===== src/rtl/smc_front.sv =====
// Front end: takes samples, accumulates frame sums and queues a record per frame.
`default_nettype none
module smc_front #(
  parameter int SAMPLE_BITS = 16,
  parameter int FRAME_MAX   = 1024,
  localparam int CW = $clog2(FRAME_MAX + 1),
  localparam int EW = 2 * SAMPLE_BITS - 1 + CW,
  localparam int DW = 2 * SAMPLE_BITS + CW + 1,
  localparam int RW = EW + DW + 2 * CW + 32
) (
  input  wire logic                          clk,
  input  wire logic                          rst,
  input  wire logic                          in_valid,
  output logic                               in_stall,
  input  wire logic signed [SAMPLE_BITS-1:0] sample,
  input  wire logic                          sample_bad,
  input  wire logic                          frame_last,
  input  wire logic [31:0]                   timestamp_ms,
  input  wire logic                          q_full,
  output logic                               q_push,
  output logic [RW-1:0]                      q_data
);

  logic [EW-1:0]                   energy_sum;
  logic [DW-1:0]                   diff_energy_sum;
  logic [CW-1:0]                   crossing_count;
  logic [CW-1:0]                   frame_count;
  logic signed [SAMPLE_BITS-1:0]   previous_sample;
  logic                            previous_valid;

  logic                            accept;
  logic signed [2*SAMPLE_BITS-1:0] sq_e;
  logic signed [SAMPLE_BITS:0]     df;
  logic signed [2*SAMPLE_BITS+1:0] sq_d;
  logic                            pair;
  logic [CW-1:0]                   count_next;
  logic                            frame_end;
  logic [EW-1:0]                   energy_next;
  logic [DW-1:0]                   diff_next;
  logic [CW-1:0]                   crossing_next;

  assign in_stall = q_full;
  assign accept   = in_valid && !q_full;

  // per-sample squares
  assign sq_e = sample * sample;
  assign df   = {sample[SAMPLE_BITS-1], sample}
              - {previous_sample[SAMPLE_BITS-1], previous_sample};
  assign sq_d = df * df;
  assign pair = !sample_bad && previous_valid;

  // accumulator updates
  assign count_next    = frame_count + 1'b1;
  assign frame_end     = frame_last || (count_next == CW'(FRAME_MAX));
  assign energy_next   = sample_bad ? energy_sum
                       : energy_sum + {{(EW-2*SAMPLE_BITS){1'b0}}, sq_e};
  assign diff_next     = pair ? diff_energy_sum
                              + {{(DW-2*SAMPLE_BITS-2){1'b0}}, sq_d}
                       : diff_energy_sum;
  assign crossing_next = (pair && (sample[SAMPLE_BITS-1] != previous_sample[SAMPLE_BITS-1]))
                       ? crossing_count + 1'b1 : crossing_count;

  // frame record out
  assign q_push = accept && frame_end;
  assign q_data = {timestamp_ms, count_next, crossing_next, diff_next, energy_next};

  always_ff @(posedge clk) begin
    if (rst) begin
      energy_sum      <= '0;
      diff_energy_sum <= '0;
      crossing_count  <= '0;
      frame_count     <= '0;
      previous_valid  <= 1'b0;
    end else if (accept) begin
      if (frame_end) begin
        energy_sum      <= '0;
        diff_energy_sum <= '0;
        crossing_count  <= '0;
        frame_count     <= '0;
        previous_valid  <= 1'b0;
      end else begin
        energy_sum      <= energy_next;
        diff_energy_sum <= diff_next;
        crossing_count  <= crossing_next;
        frame_count     <= count_next;
        previous_valid  <= !sample_bad;
      end
    end
  end

  // last good sample, only meaningful while previous_valid is set
  always_ff @(posedge clk) begin
    if (accept && !sample_bad) begin
      previous_sample <= sample;
    end
  end

endmodule
`default_nettype wire


===== config.mk =====
export PLATFORM = sky130hd
export DESIGN_NAME = smc_front
export DESIGN_NICKNAME = d
export VERILOG_FILES = /design/src/rtl/smc_front.sv
export SDC_FILE = /design/constraint.sdc
export NUM_CORES = 2
export LEC_CHECK = 0
export ABC_AREA = 0
export BUFFER_PORTS_ARGS = -buffer_cell sky130_fd_sc_hd__buf_2
export CORE_UTILIZATION = 40
export CTS_CLUSTER_SIZE = 12
export DETAILED_ROUTE_END_ITERATION = 10
export PLACE_DENSITY = 0.55
export SYNTH_ARGS = -nofsm -noshare
export SYNTH_HDL_FRONTEND = slang
export SYNTH_SLANG_ARGS = --single-unit

===== constraint.sdc =====
create_clock -name clk -period 14.1 [get_ports clk]
set_clock_uncertainty 0.1 [all_clocks]
set_input_delay 0.705 -clock clk [delete_from_list [all_inputs] [get_ports clk]]
set_output_delay 0.705 -clock clk [all_outputs]
set_load 0.03 [all_outputs]

==> results.json <==
{
  "antenna_found_initial": 3,
  "wirelength_um": 76400,
  "cts-root-buf": "clkbuf_16",
  "hold_viol": 0,
  "synth_cell_types": 77,
  "wl_per_cell_um": 17.6,
  "synth_area_um2": 28600,
  "grt_pass1_wl_um": 124000,
  "timing_worst_setup_path_type": "input pin to output port",
  "synth_top_area_share_pct": 35.7,
  "critPathMostFrequentCell": "fa_1",
  "detail-route-antenna-nets": 0,
  "pin_count": 196,
  "viasPerCell": 5.07,
  "cap_viol_max_count": 0,
  "cts_made_buffers": 17,
  "fin_nets": 4215,
  "synth-seq-area-share_pct": 9.30,
  "path_max_fanout": 17,
  "rows": 97,
  "crit_slowest_cell": "o21ai_0",
  "crit_path_end_kind": "output port",
  "cts-resized-gates": 0,
  "synth.avg_cell_area_um2": 8.53,
  "finish.utilization_pct": 43.6,
  "tightest_slew_ns": 1.37,
  "grt_use_total_pct": 21.6,
  "h-tree-depth": 4,
  "yosysTopAreaCell": "fa_1",
  "dp_hpwl_um": 62500,
  "grt_setup_unrepaired": "false",
  "gp_congestion": 0.880,
  "synth_edf_count": 16,
  "die_h_um": 269,
  "crit_required_ns": 13.30,
  "synth-warning-count": 0,
  "num_vias": 22059,
  "first_pass_iters": 5,
  "final_cell_mix": "686 x inv_1, 511 x fa_1, 355 x nand2_1",
  "rrSetupSlack_ns": 2.37,
  "tns_ns": 0,
  "first_global_vias": 22617,
  "slew_headroom_pct": 6.54,
  "final.period_utilization_pct": 92.5,
  "syn_nets": 4174,
  "holdBufCountCts": 0,
  "areaGrowthSynthToFinish_pct": 7.13,
  "cp_slowest_stage_delay_ns": 0.83,
  "cts_max_path_buffers": 2,
  "hold_ws_ns": 0.372,
  "drc": 0,
  "dpl_cell_area_um2": 30100,
  "clock_sinks": 125,
  "layout_commonest_cell": "inv_1",
  "synth_cells": 3355,
  "drtIter0Drc": 1369,
  "synth-seq-cells": 125,
  "synth-main-ff-cell": "dfxtp_1",
  "n_fill_cell": 7144,
  "start_kind": "input pin",
  "clkLatencyLatePin_ns": 0.47,
  "status": "complete, no violations",
  "fin_area_um2": 30700,
  "synthTopCellsByArea": "fa_1 36%, ha_1 11%, inv_1 9.0%",
  "grt_overflow": 0,
  "postCtsSetupRepairBufs": 0,
  "worstPathArrival_ns": 12.23,
  "hold_class": "register to register",
  "core_area_um2": 70400,
  "setup_violations": 0,
  "grt_max_degree": 68,
  "start_util_pct": 40.7,
  "drive_above_1_share_pct": 7.22,
  "async_reset_ff_share_pct": 0,
  "die-area_um2": 72600,
  "slew_viol_final": 0,
  "die_w_um": 269,
  "portBuffers": 131,
  "period_needed_ns": 13.04,
  "cts_tree": "built",
  "fmax_ghz": 0.0767,
  "clkSlewWorstSetupHoldPaths_ns": 0.07
}
final timing paths:
path,startpoint,endpoint,cells after the start
worst max-delay path,sample[0],q_data[82],42
worst min-delay path,diff_energy_sum[8],diff_energy_sum[8],2
worst max register to register,previous_sample[0],diff_energy_sum[40],39
worst min register to register,diff_energy_sum[8],diff_energy_sum[8],2
registers in the layout, indices dropped and copies added (netlist names):
| name | flops |
|---|---|
| energy_sum | 42 |
| diff_energy_sum | 44 |
| frame_count | 11 |
| previous_valid | 1 |
| crossing_count | 11 |
| previous_sample | 16 |
cells by family (layout without fill, tap and decap cells):
group / after synthesis / in the layout / synth area share, %
and+or+nand+nor: 874 / 874 / 13.6
muxes: 17 / 17 / 0.656
other: 0 / 2 / 0
AOI/OAI and AO/OA: 553 / 553 / 12.5
buffers and inverters: 836 / 890 / 11.4
adders and majority gates: 765 / 765 / 46.8
xor gates and xnor gates: 185 / 185 / 5.66
DFF: 125 / 125 / 9.30
area by class of cell:
class / count / area (um2) / area share, %
clock buffer: 17 / 425 / 1.39
sequential: 125 / 2660 / 8.68
antenna: 2 / 5.00 / 0.0163
clock inverter: 15 / 174 / 0.567
inverter: 692 / 2600 / 8.47
tap: 940 / 1180 / 3.84
timing repair buffer: 166 / 918 / 3.00
multi-input combinational: 2394 / 22700 / 74.0
Yosys cell counts (18+ instances only):
cell	number
inv_1	686
fa_1	511
nand2_1	355
ha_1	254
nor2_1	238
a21oi_1	158
o21ai_0	128
xnor2_1	120
dfxtp_1	109
clkbuf_1	98
xor2_1	65
nand3_1	61
a21o_1	56
and2_1	44
nor3_1	39
buf_4	33
a22oi_1	32
nand2b_1	26
a31oi_1	25
nand4_1	24
and3_1	19
nor2b_1	18
per-layer routing:
| layer | routed length, um | vias to the layer above | global-route usage [%] |
|---|---|---|---|
| li1 | - | 10685 | - |
| met1 | 34700 | 10856 | 28.8 |
| met2 | 36800 | 426 | 36.2 |
| met3 | 2970 | 86 | 3.04 |
| met4 | 1880 | 6 | 6.43 |
| met5 | 31 | - | 0 |
worst max-delay path: cells and delay by family:
| kind | cells | cell delay, ns |
|---|---|---|
| adders and majority gates | 10 | 4.58 |
| AOI/OAI and AO/OA | 12 | 3.14 |
| and+or+nand+nor | 10 | 2.41 |
| buffers and inverters | 8 | 1.06 |
| xor gates and xnor gates | 2 | 0.33 |
through the flow:
step                      cells  setup WS, ns
after floorplan            3355          2.31
after global placement     4317          1.24
after detailed placement   4317          1.07
after CTS                  4349          1.03
after global routing       4349        0.0623
final                      4351          1.06
Power is left out: the tool's default activity adds up to more than one toggle a clock period on the data nets, which glitch-free logic cannot reach.
