File: src/rtl/smc_fifo.sv
// Small register queue that carries frame records from front to back end.
`default_nettype none
module smc_fifo #(
  parameter int WIDTH = 8,
  parameter int DEPTH = 2
) (
  input  wire logic             clk,
  input  wire logic             rst,
  input  wire logic             push,
  input  wire logic [WIDTH-1:0] wdata,
  input  wire logic             pop,
  output logic      [WIDTH-1:0] rdata,
  output logic                  full,
  output logic                  empty
);

  localparam int AW = (DEPTH > 1) ? $clog2(DEPTH) : 1;
  localparam int CNTW = $clog2(DEPTH + 1);

  logic [WIDTH-1:0] mem [DEPTH];
  logic [AW-1:0]    wptr;
  logic [AW-1:0]    rptr;
  logic [CNTW-1:0]  count;

  assign full  = (count == CNTW'(DEPTH));
  assign empty = (count == '0);
  assign rdata = mem[rptr];

  // storage
  always_ff @(posedge clk) begin
    if (push) begin
      mem[wptr] <= wdata;
    end
  end

  // pointers and fill count
  always_ff @(posedge clk) begin
    if (rst) begin
      wptr  <= '0;
      rptr  <= '0;
      count <= '0;
    end else begin
      if (push) begin
        wptr <= (wptr == AW'(DEPTH - 1)) ? '0 : wptr + 1'b1;
      end
      if (pop) begin
        rptr <= (rptr == AW'(DEPTH - 1)) ? '0 : rptr + 1'b1;
      end
      if (push && !pop) begin
        count <= count + 1'b1;
      end else if (pop && !push) begin
        count <= count - 1'b1;
      end
    end
  end

  a_no_overflow: assert property (@(posedge clk) disable iff (rst) push |-> !full)
    else $error("frame queue overflow");
  a_no_underflow: assert property (@(posedge clk) disable iff (rst) pop |-> !empty)
    else $error("frame queue underflow");

endmodule
`default_nettype wire

File: config.mk
export PLATFORM = sky130hd
export DESIGN_NAME = smc_fifo
export DESIGN_NICKNAME = d
export VERILOG_FILES = /design/src/rtl/smc_fifo.sv
export SDC_FILE = /design/constraint.sdc
export NUM_CORES = 1
export LEC_CHECK = 0
export BUFFER_PORTS_ARGS = -buffer_cell sky130_fd_sc_hd__buf_2
export CAP_MARGIN = 20
export CELL_PAD_IN_SITES_DETAIL_PLACEMENT = 1
export CELL_PAD_IN_SITES_GLOBAL_PLACEMENT = 1
export CORE_ASPECT_RATIO = 0.75
export CORE_MARGIN = 5
export CORE_UTILIZATION = 35
export CTS_BUF_LIST = sky130_fd_sc_hd__clkbuf_8
export DETAILED_ROUTE_END_ITERATION = 16
export PLACE_DENSITY = 0.73
export SLEW_MARGIN = 30
export SYNTH_ARGS = -nofsm -noshare
export SYNTH_HDL_FRONTEND = slang
export SYNTH_SLANG_ARGS = --single-unit
File: constraint.sdc
create_clock -name clk -period 1.4 [get_ports clk]
set_input_delay 0.28 -clock clk [delete_from_list [all_inputs] [get_ports clk]]
set_output_delay 0.28 -clock clk [all_outputs]
set_load 0.05 [all_outputs]
==> impl_summary.txt, run 1 <==
----------------------------------------------------
[Routing]
  Wire length reported by the detailed router ... 1570 µm
  Wire length per cell after detailed routing ... 16.0 µm
  Remaining antenna violation count ... 0
  Starting DRT DRC Count ... 7
  Count of unresolved DRC violations after routing ... 0
  Total via count in the routed design ... 458
  Vias per cell ... 4.67
  TritonRoute pass-1 iters ... 2

[Clock network]
  Num Clock Sinks ... 21
  CTS max path bufs ... 2
  Maximum level of the CTS H-tree ... 1
  Post_cts resized ... 35
  Post-CTS Hold Buffers ... 0
  Clock tree from TritonCTS ... yes
  Clock Root Buffer ... clkbuf_8
  Reg clk slew, reported paths ... 0.08 ns
  TritonCTS Buffers ... 3
  Worst-Skew Late Latency ... 0.26 ns
  Post-CTS Setup Bufs ... 0

[Die]
  Std cell rows ... 14
  I/O pins ... 22
  Floorplan die height ... 51.0 µm
  Core outline area ... 2070 µm²
  Floorplan die area ... 3290 µm²
  Initial cell density of the core ... 37.9%
  Die outline width ... 64.6 µm

[Worst setup path]
  Worst path required time ... 1.12 ns
  Startpoint of the lowest-slack register-to-register path ... wptr
  Worst setup SP type ... flop
  Depth of the worst register-to-register path ... 1
  Category of the most critical setup path ... flop to primary output
  Timing endpoint of the critical path ... rdata[4]
  Largest driver fanout on the critical path ... 4
  Crit Reg-Reg Endpoint ... mem[1][3]
  Reg2reg setup slack ... 0.31 ns
  Element type at the critical path end ... primary output
  Arrival time worst endpoint ... 1.20 ns

[Yosys]
  Register bit count reported by yosys ... 21
  Number of flops mapped to enable cells by yosys ... 16
  Fraction of registers with async set or reset after synthesis ... 0%
  Number of different library cells in the post-synthesis netlist ... 15
  Post-Syn Area ... 783 µm²
  Mean instance size in the synthesized netlist ... 16.7 µm²
  Yosys Warn Count ... 0
  Net count after synthesis ... 60
  Most instantiated flip-flop cell in the synthesis netlist ... edfxtp_1
  Synth Instances ... 47
  Portion of the post-synthesis area used by sequential elements ... 74.1%

[Place]
  HPWL after detailed placement ... 1030 µm
  Number of port buffers ... 21
  Placed cell areas ... 936 µm²
  Final weighted congestion in routability-driven placement ... 0.631
  Pre-CTS worst setup slack ... 0.104 ns

[Hold path]
  Startpoint of the tightest hold check path ... wdata[2]
  Worst min path class ... primary input to flop

[STA]
  Number of failing hold endpoints at the final stage ... 0
  Maximum operating frequency ... 676 MHz
  Count of endpoints failing setup in the final report ... 8
  Final critical-path setup slack ... -0.0800 ns
  Ratio of final minimum period to clock period ... 106%
  Minimum period implied by the final worst setup slack ... 1.48 ns
  Final clock skew ... 0.00430 ns
  Unrepaired setup endpoints after global routing ... true
  Final count of pins violating max slew ... 0
  Transition at the pin with the smallest max-transition slack ... 0.398 ns
  Rel. slew slack ... 73.5%

[Global routing]
  Global route total overflow ... 0
  GR Util All Layers ... 10.8%
  Global-route wire length before repair ... 2580 µm
  Number of antenna violations at the first check in global routing ... 0
  Vias in the first global route ... 550
  Pin count of the biggest net entering global routing ... 13

[Power]
  LEAKAGE ... 0.459 nW
  Maximum vdd drop ... 754 µV
  Power density of the placed cells ... 1380 nW/µm²

[Layout]
  Commonest non-fill, non-tap cell in the layout ... edfxtp_1
  Number of inserted filler cells in the final layout ... 209
  Utilization of the core after routing ... 53.3%
  Fraction of layout cells with a size suffix above 1 ... 52.7%
  Most used cells in the layout excluding fill and tap cells ... 16 x edfxtp_1, 13 x buf_2, 8 x mux2_4, 8 x buf_8, 5 x nor2_1
  Growth of design area from synthesis to finish ... 40.7%
  Number of diodes ... 0
  Final Instance Area ... 1100 µm²
  Layout Nets ... 88

[Outcome]
  Status ... finished with violations
  Violations in the final reports ... negative setup slack

[Job]
  Maximum Capacitance Violations ... 0

----------------------------------------------------
## state kept, by name, summed over array words and instances, names as in the netlist, named ones only
register  cells
mem          16
count         2
rptr          1
wptr          1
## cells by family after synthesis
family,share of synthesized area [%]
adders and majority gates,1.60
muxes,11.5
and+or+nand+nor,5.91
xor gates and xnor gates,4.47
buffers and inverters,1.12
AOI/OAI and AO/OA,1.28
DFF,74.1
## synthesized netlist by cell type (all sizes together) (2+ instances only)
cell type   n  area [µm²]
edfxtp     16         480
mux2        8        90.1
dfxtp       5         100
nor2        5        18.8
xnor2       2        17.5
xor2        2        17.5
## per-stage QoR
step / std cells / hold WS, ns / setup TNS [ns] / total power, mW
after floorplan: 47 / 0.349 / 0 / 0.970
after global placement: 94 / 0.469 / 0 / 1.05
after detailed placement: 94 / 0.472 / 0 / 1.06
after CTS: 98 / 0.204 / -0.558 / 1.52
after global routing: 98 / 0.202 / -0.903 / 1.58
final: 98 / 0.208 / -0.580 / 1.52
## critical path: stages (launching register included)
cell and delay, ns:
dfxtp_2 0.35, buf_6 0.13, mux2_4 0.31, buf_8 0.15
## routing by layer
layer	global-route usage [%]	routed length (µm)	vias up
li1	-	-	221
met1	10.5	606	224
met5	0	0	-
met2	21.6	859	11
met4	3.16	22	0
met3	3.73	80	2
## worst min path at each step
| stage | endpoint | slack (ns) | cells past startpoint |
|---|---|---|---|
| final | mem[0][2] | 0.21 | 1 |
| after global routing | mem[0][2] | 0.20 | 1 |
| after CTS | mem[0][3] | 0.20 | 1 |
| after detailed placement | mem[1][3] | 0.47 | 1 |
| after global placement | mem[0][3] | 0.47 | 1 |
| after floorplan | count[1] | 0.35 | 1 |
## power by group
part	switching [mW]	internal [mW]	leakage, nW
sequential	0.0237	0.721	0.192
combinational	0.218	0.166	0.241
clock	0.189	0.198	0.0255
total	0.431	1.08	0.459
## layout make-up
type	instances	area, µm²	area share [%]
Clock inverter	1	5.00	0.454
Clock buffer	3	41.3	3.75
Timing Repair Buffer	24	215	19.5
Sequential cell	21	583	52.9
Inverter	1	3.75	0.341
Multi-Input combinational cell	24	224	20.3
Tap cell	24	30.0	2.72
No activity file was read; power rests on OpenSTA's default activity.
==> run 2: changes to the inputs <==
--- a/config.mk
+++ b/config.mk
@@ -10,7 +10,6 @@
 export CELL_PAD_IN_SITES_DETAIL_PLACEMENT = 1
 export CELL_PAD_IN_SITES_GLOBAL_PLACEMENT = 1
 export CORE_ASPECT_RATIO = 0.75
-export CORE_MARGIN = 5
 export CORE_UTILIZATION = 35
 export CTS_BUF_LIST = sky130_fd_sc_hd__clkbuf_8
 export DETAILED_ROUTE_END_ITERATION = 16
==> run 2 against run 1 <==
  * The run still ends with negative setup slack left
  * Total power shrank 0.22%
  * Sequential cell count unchanged
  * Cell area is 0.68% higher
  * Cell count rose by 1.0%
  * Non-clock buffer count up 1
  * Global-route usage rose by 3.1 points
  * First-iteration DRC count is 100% lower
  * Combinational power is essentially flat
  * Clock-buffer cell count is the same
  * Wire length down 10%
  * Clock skew decreased by 0.00081 ns
  * Via count is 1.5% higher
  * Largest cell class unchanged
==> impl_summary.txt, run 2 (same netlist as run 1, synthesis figures left out) <==
----------------------------------------------------
[Outcome]
  Status ... finished with violations
  Violations in the final reports ... negative setup slack

[Routing]
  Vias per cell ... 4.70 (+0.50%)
  Wire length per cell after detailed routing ... 14.3 µm (-11%)
  Starting DRT DRC Count ... 0 (-7)
  Wire length reported by the detailed router ... 1410 µm (-10%)
  Total via count in the routed design ... 465 (+1.5%)
  TritonRoute pass-1 iters ... 1 (-1)
  Count of unresolved DRC violations after routing ... 0 (unchanged)
  Remaining antenna violation count ... 0 (unchanged)

[Die]
  Floorplan die height ... 43.0 µm (-16%)
  Core outline area ... 2050 µm² (-0.85%)
  I/O pins ... 22 (unchanged)
  Std cell rows ... 14 (unchanged)
  Die outline width ... 56.6 µm (-12%)
  Floorplan die area ... 2430 µm² (-26%)
  Initial cell density of the core ... 38.2% (+0.32 points)

[Power]
  Power density of the placed cells ... 1360 nW/µm² (-0.89%)
  LEAKAGE ... 0.464 nW (+1.1%)
  Maximum vdd drop ... 930 µV (+23%)
  Total power ... 1.51 mW (-0.22%)

[Layout]
  Number of inserted filler cells in the final layout ... 203 (-2.9%)
  Registers with the most flip-flops ... mem x16, count x2
  Number of diodes ... 0 (unchanged)
  Fraction of layout cells with a size suffix above 1 ... 53.3% (+0.63 points)
  Layout Nets ... 89 (+1.1%)
  Most used cells in the layout excluding fill and tap cells ... 16 x edfxtp_1, 13 x buf_2, 8 x mux2_4, 8 x buf_8, 5 x nor2_1
  Area of the multi-input gates ... 224 µm² (unchanged)
  Register ranked first by flip-flop count ... mem
  Flip-flop count of the largest register after layout ... 16 (unchanged)
  Register Area ... 583 µm² (unchanged)
  Growth of design area from synthesis to finish ... 41.7%
  Commonest non-fill, non-tap cell in the layout ... edfxtp_1

[Worst setup path]
  Worst path required time ... 1.12 ns (about the same)
  Arrival time worst endpoint ... 1.19 ns (about the same)
  Crit path buffers/inverters ... 2 (unchanged)
  Worst setup SP type ... flop
  Largest driver fanout on the critical path ... 4 (unchanged)
  Cell with the largest stage delay on the worst path ... dfxtp_2
  Category of the most critical setup path ... flop to primary output
  Stage delay of the slowest cell on the critical path ... 0.35 ns (about the same)
  Element type at the critical path end ... primary output
  Sequence of cells on the critical path ... buf_6 -> mux2_4 -> buf_8
  Startpoint of the lowest-slack register-to-register path ... wptr
  Kind of cell adding the most delay to the critical path ... flip-flops

[STA]
  Maximum operating frequency ... 680 MHz (+0.60%)
  Unrepaired setup endpoints after global routing ... true
  Final count of pins violating max slew ... 0 (unchanged)
  Final critical-path setup slack ... -0.0711 ns (+0.00888 ns)
  Minimum period implied by the final worst setup slack ... 1.47 ns (-0.00888 ns)
  Final clock skew ... 0.00349 ns (-0.000806 ns)
  Number of failing hold endpoints at the final stage ... 0 (unchanged)
  Ratio of final minimum period to clock period ... 105% (-0.63 points)
  Transition at the pin with the smallest max-transition slack ... 0.405 ns (+0.00780 ns)
  Rel. slew slack ... 73.0% (-0.52 points)
  Count of endpoints failing setup in the final report ... 8 (unchanged)

[Clock network]
  Clock Root Buffer ... clkbuf_8
  Worst-Skew Late Latency ... 0.25 ns (about the same)
  Num Clock Sinks ... 21 (unchanged)
  Clock tree from TritonCTS ... yes
  CTS max path bufs ... 2 (unchanged)
  TritonCTS Buffers ... 3 (unchanged)
  Reg clk slew, reported paths ... 0.07 ns (about the same)
  Post-CTS Setup Bufs ... 0 (unchanged)
  Maximum level of the CTS H-tree ... 1 (unchanged)

[Global routing]
  Number of antenna violations at the first check in global routing ... 0 (unchanged)
  Pin count of the biggest net entering global routing ... 13 (unchanged)
  Global-route wire length before repair ... 2350 µm (-8.8%)
  Vias in the first global route ... 510 (-7.3%)
  Global route total overflow ... 0 (unchanged)
  GR Util All Layers ... 13.9% (+3.1 points)

[Place]
  HPWL after detailed placement ... 1080 µm (+4.2%)
  Pre-CTS worst setup slack ... 0.0776 ns (-0.0261 ns)
  Number of port buffers ... 21 (unchanged)
  Final weighted congestion in routability-driven placement ... 0.696 (+10%)

[Hold path]
  Startpoint of the tightest hold check path ... wdata[0]
  Worst min path class ... primary input to flop

[Job]
  Maximum Capacitance Violations ... 0 (unchanged)

----------------------------------------------------
==> run 2: cell types whose count changed in the layout (fill, tap and decap cells not counted), sizes merged <==
cell,delta
buf,+1
==> run 2: final cells by class <==
class	count	area share (%)
timing repair buffer	25	20.1
sequential	21	52.5
multi-input combinational	24	20.2
clock buffer	3	3.72
clock inverter	1	0.451
tap	24	2.71
inverter	1	0.338
==> run 2: worst paths after layout <==
path | end | slack, ns | cells after the start
setup / recovery | rdata[4] | -0.07 | 3
hold / removal | mem[1][0] | 0.21 | 1
setup reg to reg | mem[1][6] | 0.29 | 1
hold reg to reg | rptr | 0.54 | 2
==> run 2: layer usage <==
metal  share of wire (%)  track usage (%)  vias up
met5                   0                0        -
met4                 1.3             5.85        0
met3                 5.2             5.18        2
met1                  41             14.5      226
li1                    -                -      224
met2                  52             25.2       13
==> run 2: stage by stage <==
step | TNS, ns | hold WS (ns) | util [%] | cells | instance area, µm²
2_1_floorplan | 0 | 0.349 | - | 47 | 783
3_3_place_gp | 0 | 0.469 | 46.0 | 95 | 943
3_5_place_dp | 0 | 0.473 | 46.0 | 95 | 943
4_1_cts | -0.560 | 0.207 | 54.1 | 99 | 1110
5_1_grt | -0.906 | 0.196 | 54.2 | 99 | 1110
6_report | -0.540 | 0.212 | 54.2 | 99 | 1110
==> run 2: power breakdown <==
group / switching (mW) / internal [mW] / leakage, nW
Sequential: 0.0242 / 0.721 / 0.192
Combinational: 0.216 / 0.169 / 0.246
Clock: 0.184 / 0.198 / 0.0255
==> run 2: timing repair <==
action                     CTS  global route
hold buffers                 0             0
resized for setup           35             1
setup endpoints to repair    8             9
==> run 3: changes to the inputs <==
==> config.mk (replaced) <==
export PLATFORM = sky130hd
export DESIGN_NAME = smc_fifo
export DESIGN_NICKNAME = d
export VERILOG_FILES = /design/src/rtl/smc_fifo.sv
export SDC_FILE = /design/constraint.sdc
export NUM_CORES = 1
export LEC_CHECK = 0
export BUFFER_PORTS_ARGS = -buffer_cell sky130_fd_sc_hd__buf_2
export CAP_MARGIN = 20
export CELL_PAD_IN_SITES_DETAIL_PLACEMENT = 0
export CELL_PAD_IN_SITES_GLOBAL_PLACEMENT = 2
export CORE_ASPECT_RATIO = 0.75
export CORE_UTILIZATION = 35
export CTS_BUF_LIST = sky130_fd_sc_hd__clkbuf_8
export DETAILED_ROUTE_END_ITERATION = 16
export PLACE_DENSITY = 0.84
export SLEW_MARGIN = 20
export SYNTH_ARGS = -nofsm -noshare
export SYNTH_HDL_FRONTEND = slang
export SYNTH_SLANG_ARGS = --single-unit
==> run 3 against run 2 <==
  * The flow still finishes with violations (negative setup slack)
  * Sequential power about the same
  * Total power shrank 1.5%
  * First-iteration DRC count grew 10
  * Clock-buffer cell count unchanged
  * Cell count down 1.0%
  * Largest power group unchanged
==> impl_summary.txt, run 3 (same netlist as run 1, synthesis figures left out) <==
----------------------------------------------------
[Die]
  Initial cell density of the core ... 38.2% (unchanged)
  Floorplan die height ... 43.0 µm (unchanged)
  Die outline width ... 56.6 µm (unchanged)
  Floorplan die area ... 2430 µm² (unchanged)
  I/O pins ... 22 (unchanged)
  Std cell rows ... 14 (unchanged)
  Core outline area ... 2050 µm² (unchanged)

[Worst setup path]
  Largest driver fanout on the critical path ... 8 (+4)
  Startpoint of the lowest-slack register-to-register path ... wptr
  Depth of the worst register-to-register path ... 1 (unchanged)
  Sequence of cells on the critical path ... buf_12 -> mux2_4 -> buf_8
  Worst setup SP type ... flop
  Stage delay of the slowest cell on the critical path ... 0.34 ns (about the same)
  Category of the most critical setup path ... flop to primary output
  Worst path required time ... 1.12 ns (about the same)
  Reg2reg setup slack ... 0.33 ns (+0.04 ns)
  Element type at the critical path end ... primary output
  Arrival time worst endpoint ... 1.19 ns (about the same)
  Crit Reg-Reg Endpoint ... mem[1][1]
  Cell with the largest stage delay on the worst path ... dfxtp_2

[Layout]
  Most used cells in the layout excluding fill and tap cells ... 16 x edfxtp_1, 13 x buf_2, 8 x mux2_4, 8 x buf_8, 5 x nor2_1
  Fraction of layout cells with a size suffix above 1 ... 51.4% (-2.0 points)
  Number of diodes ... 0 (unchanged)
  Layout Nets ... 88 (-1.1%)
  Flip-flop count of the largest register after layout ... 16 (unchanged)
  Registers with the most flip-flops ... mem x16, count x2
  Growth of design area from synthesis to finish ... 41.2%
  Commonest non-fill, non-tap cell in the layout ... edfxtp_1
  Register ranked first by flip-flop count ... mem
  Final Instance Area ... 1110 µm² (-0.34%)

[Global routing]
  Pin count of the biggest net entering global routing ... 12 (-1)
  Number of antenna violations at the first check in global routing ... 0 (unchanged)
  Global route total overflow ... 0 (unchanged)
  Global-route wire length before repair ... 1950 µm (-17%)
  GR Util All Layers ... 11.3% (-2.6 points)
  Vias in the first global route ... 414 (-19%)

[STA]
  Final critical-path setup slack ... -0.0681 ns (+0.00306 ns)
  Maximum operating frequency ... 681 MHz (+0.21%)
  Number of failing hold endpoints at the final stage ... 0 (unchanged)
  Minimum period implied by the final worst setup slack ... 1.47 ns (-0.00306 ns)
  Transition at the pin with the smallest max-transition slack ... 0.395 ns (-0.0105 ns)
  Setup TNS ... -0.483 ns (+0.0565 ns)
  Ratio of final minimum period to clock period ... 105% (-0.22 points)
  Rel. slew slack ... 73.7% (+0.70 points)
  Final count of pins violating max slew ... 0 (unchanged)
  Unrepaired setup endpoints after global routing ... true
  Count of endpoints failing setup in the final report ... 8 (unchanged)
  Final clock skew ... 0.00160 ns (-0.00189 ns)

[Hold path]
  Startpoint of the tightest hold check path ... wdata[7]
  Hold Crit Depth ... 1 (unchanged)
  Worst min path class ... primary input to flop
  End point of the most critical hold path ... mem[0][7]

[Power]
  LEAKAGE ... 0.462 nW (-0.44%)
  Total power ... 1.49 mW (-1.5%)
  Power density of the placed cells ... 1350 nW/µm² (-1.1%)
  Maximum vdd drop ... 992 µV (+6.7%)

[Place]
  Placed cell areas ... 948 µm² (+0.53%)
  HPWL after detailed placement ... 829 µm (-23%)
  Number of port buffers ... 21 (unchanged)
  Final weighted congestion in routability-driven placement ... 0.633 (-9.1%)
  Pre-CTS worst setup slack ... 0.115 ns (+0.0370 ns)

[Clock network]
  Clock Root Buffer ... clkbuf_8
  Reg clk slew, reported paths ... 0.07 ns (about the same)
  Maximum level of the CTS H-tree ... 1 (unchanged)
  CTS max path bufs ... 2 (unchanged)
  TritonCTS Buffers ... 3 (unchanged)
  Worst-Skew Late Latency ... 0.25 ns (about the same)
  Clock tree from TritonCTS ... yes
  Num Clock Sinks ... 21 (unchanged)

[Routing]
  TritonRoute pass-1 iters ... 4 (+3)
  Starting DRT DRC Count ... 10 (+10)
  Total via count in the routed design ... 452 (-2.8%)
  Vias per cell ... 4.61 (-1.8%)
  Count of unresolved DRC violations after routing ... 0 (unchanged)
  Remaining antenna violation count ... 0 (unchanged)
  Wire length per cell after detailed routing ... 11.7 µm (-18%)
  Wire length reported by the detailed router ... 1150 µm (-19%)

[Outcome]
  Violations in the final reports ... negative setup slack
  Status ... finished with violations

[Job]
  Maximum Capacitance Violations ... 0 (unchanged)

----------------------------------------------------
-- run 3: stage by stage --
stage / std cells / hold WS, ns / util (%)
global placement: 94 / 0.468 / 46.3
global route: 98 / 0.205 / 54.0
detailed placement: 94 / 0.473 / 46.3
finish: 98 / 0.216 / 54.0
floorplan: 47 / 0.349 / -
CTS: 98 / 0.210 / 53.9
-- run 3: power by group --
| group | leakage (nW) | switching (mW) | total, mW | internal (mW) |
|---|---|---|---|---|
| registers | 0.192 | 0.0216 | 0.743 | 0.722 |
| clock network | 0.0269 | 0.171 | 0.365 | 0.195 |
| logic | 0.242 | 0.213 | 0.382 | 0.169 |
-- run 3: cell type report --
type | instances | area (µm²)
Sequential cell | 21 | 583
Multi-Input combinational cell | 24 | 224
Timing Repair Buffer | 24 | 220
Inverter | 1 | 3.75
Tap cell | 24 | 30.0
Clock inverter | 1 | 3.75
Fill cell | 173 | 943
Clock buffer | 3 | 41.3
-- run 3: timing repair --
item,in CTS,in global routing
buffers inserted,0,0
gates resized for setup,33,1
setup endpoints to repair,8,9
hold buffers,0,0
-- run 3: critical path, delay by kind of cell (launching register included) --
| kind | cells | cell delay (ns) |
|---|---|---|
| buffers and inverters | 2 | 0.28 |
| multiplexers | 1 | 0.32 |
| flip-flops | 1 | 0.34 |
-- run 3: how the worst max path moves through the flow --
stage | depth (start not counted) | start | slack [ns] | end
6_report | 3 | flop | -0.07 | rdata[0]
5_1_grt | 3 | flop | -0.11 | rdata[0]
4_1_cts | 3 | flop | -0.08 | rdata[0]
3_5_place_dp | 4 | push | 0.11 | count[1]
3_3_place_gp | 4 | push | 0.1 | count[1]
2_1_floorplan | 1 | count[0] | 0.14 | empty
-- run 3: layer usage --
layer | global-route usage (%) | part of all wire, % | vias to the layer above
met4 | 2.93 | 0 | 0
li1 | - | - | 222
met1 | 14.1 | 44 | 218
met2 | 17.6 | 51 | 12
met3 | 5.49 | 4.7 | 0
met5 | 0 | 0 | -
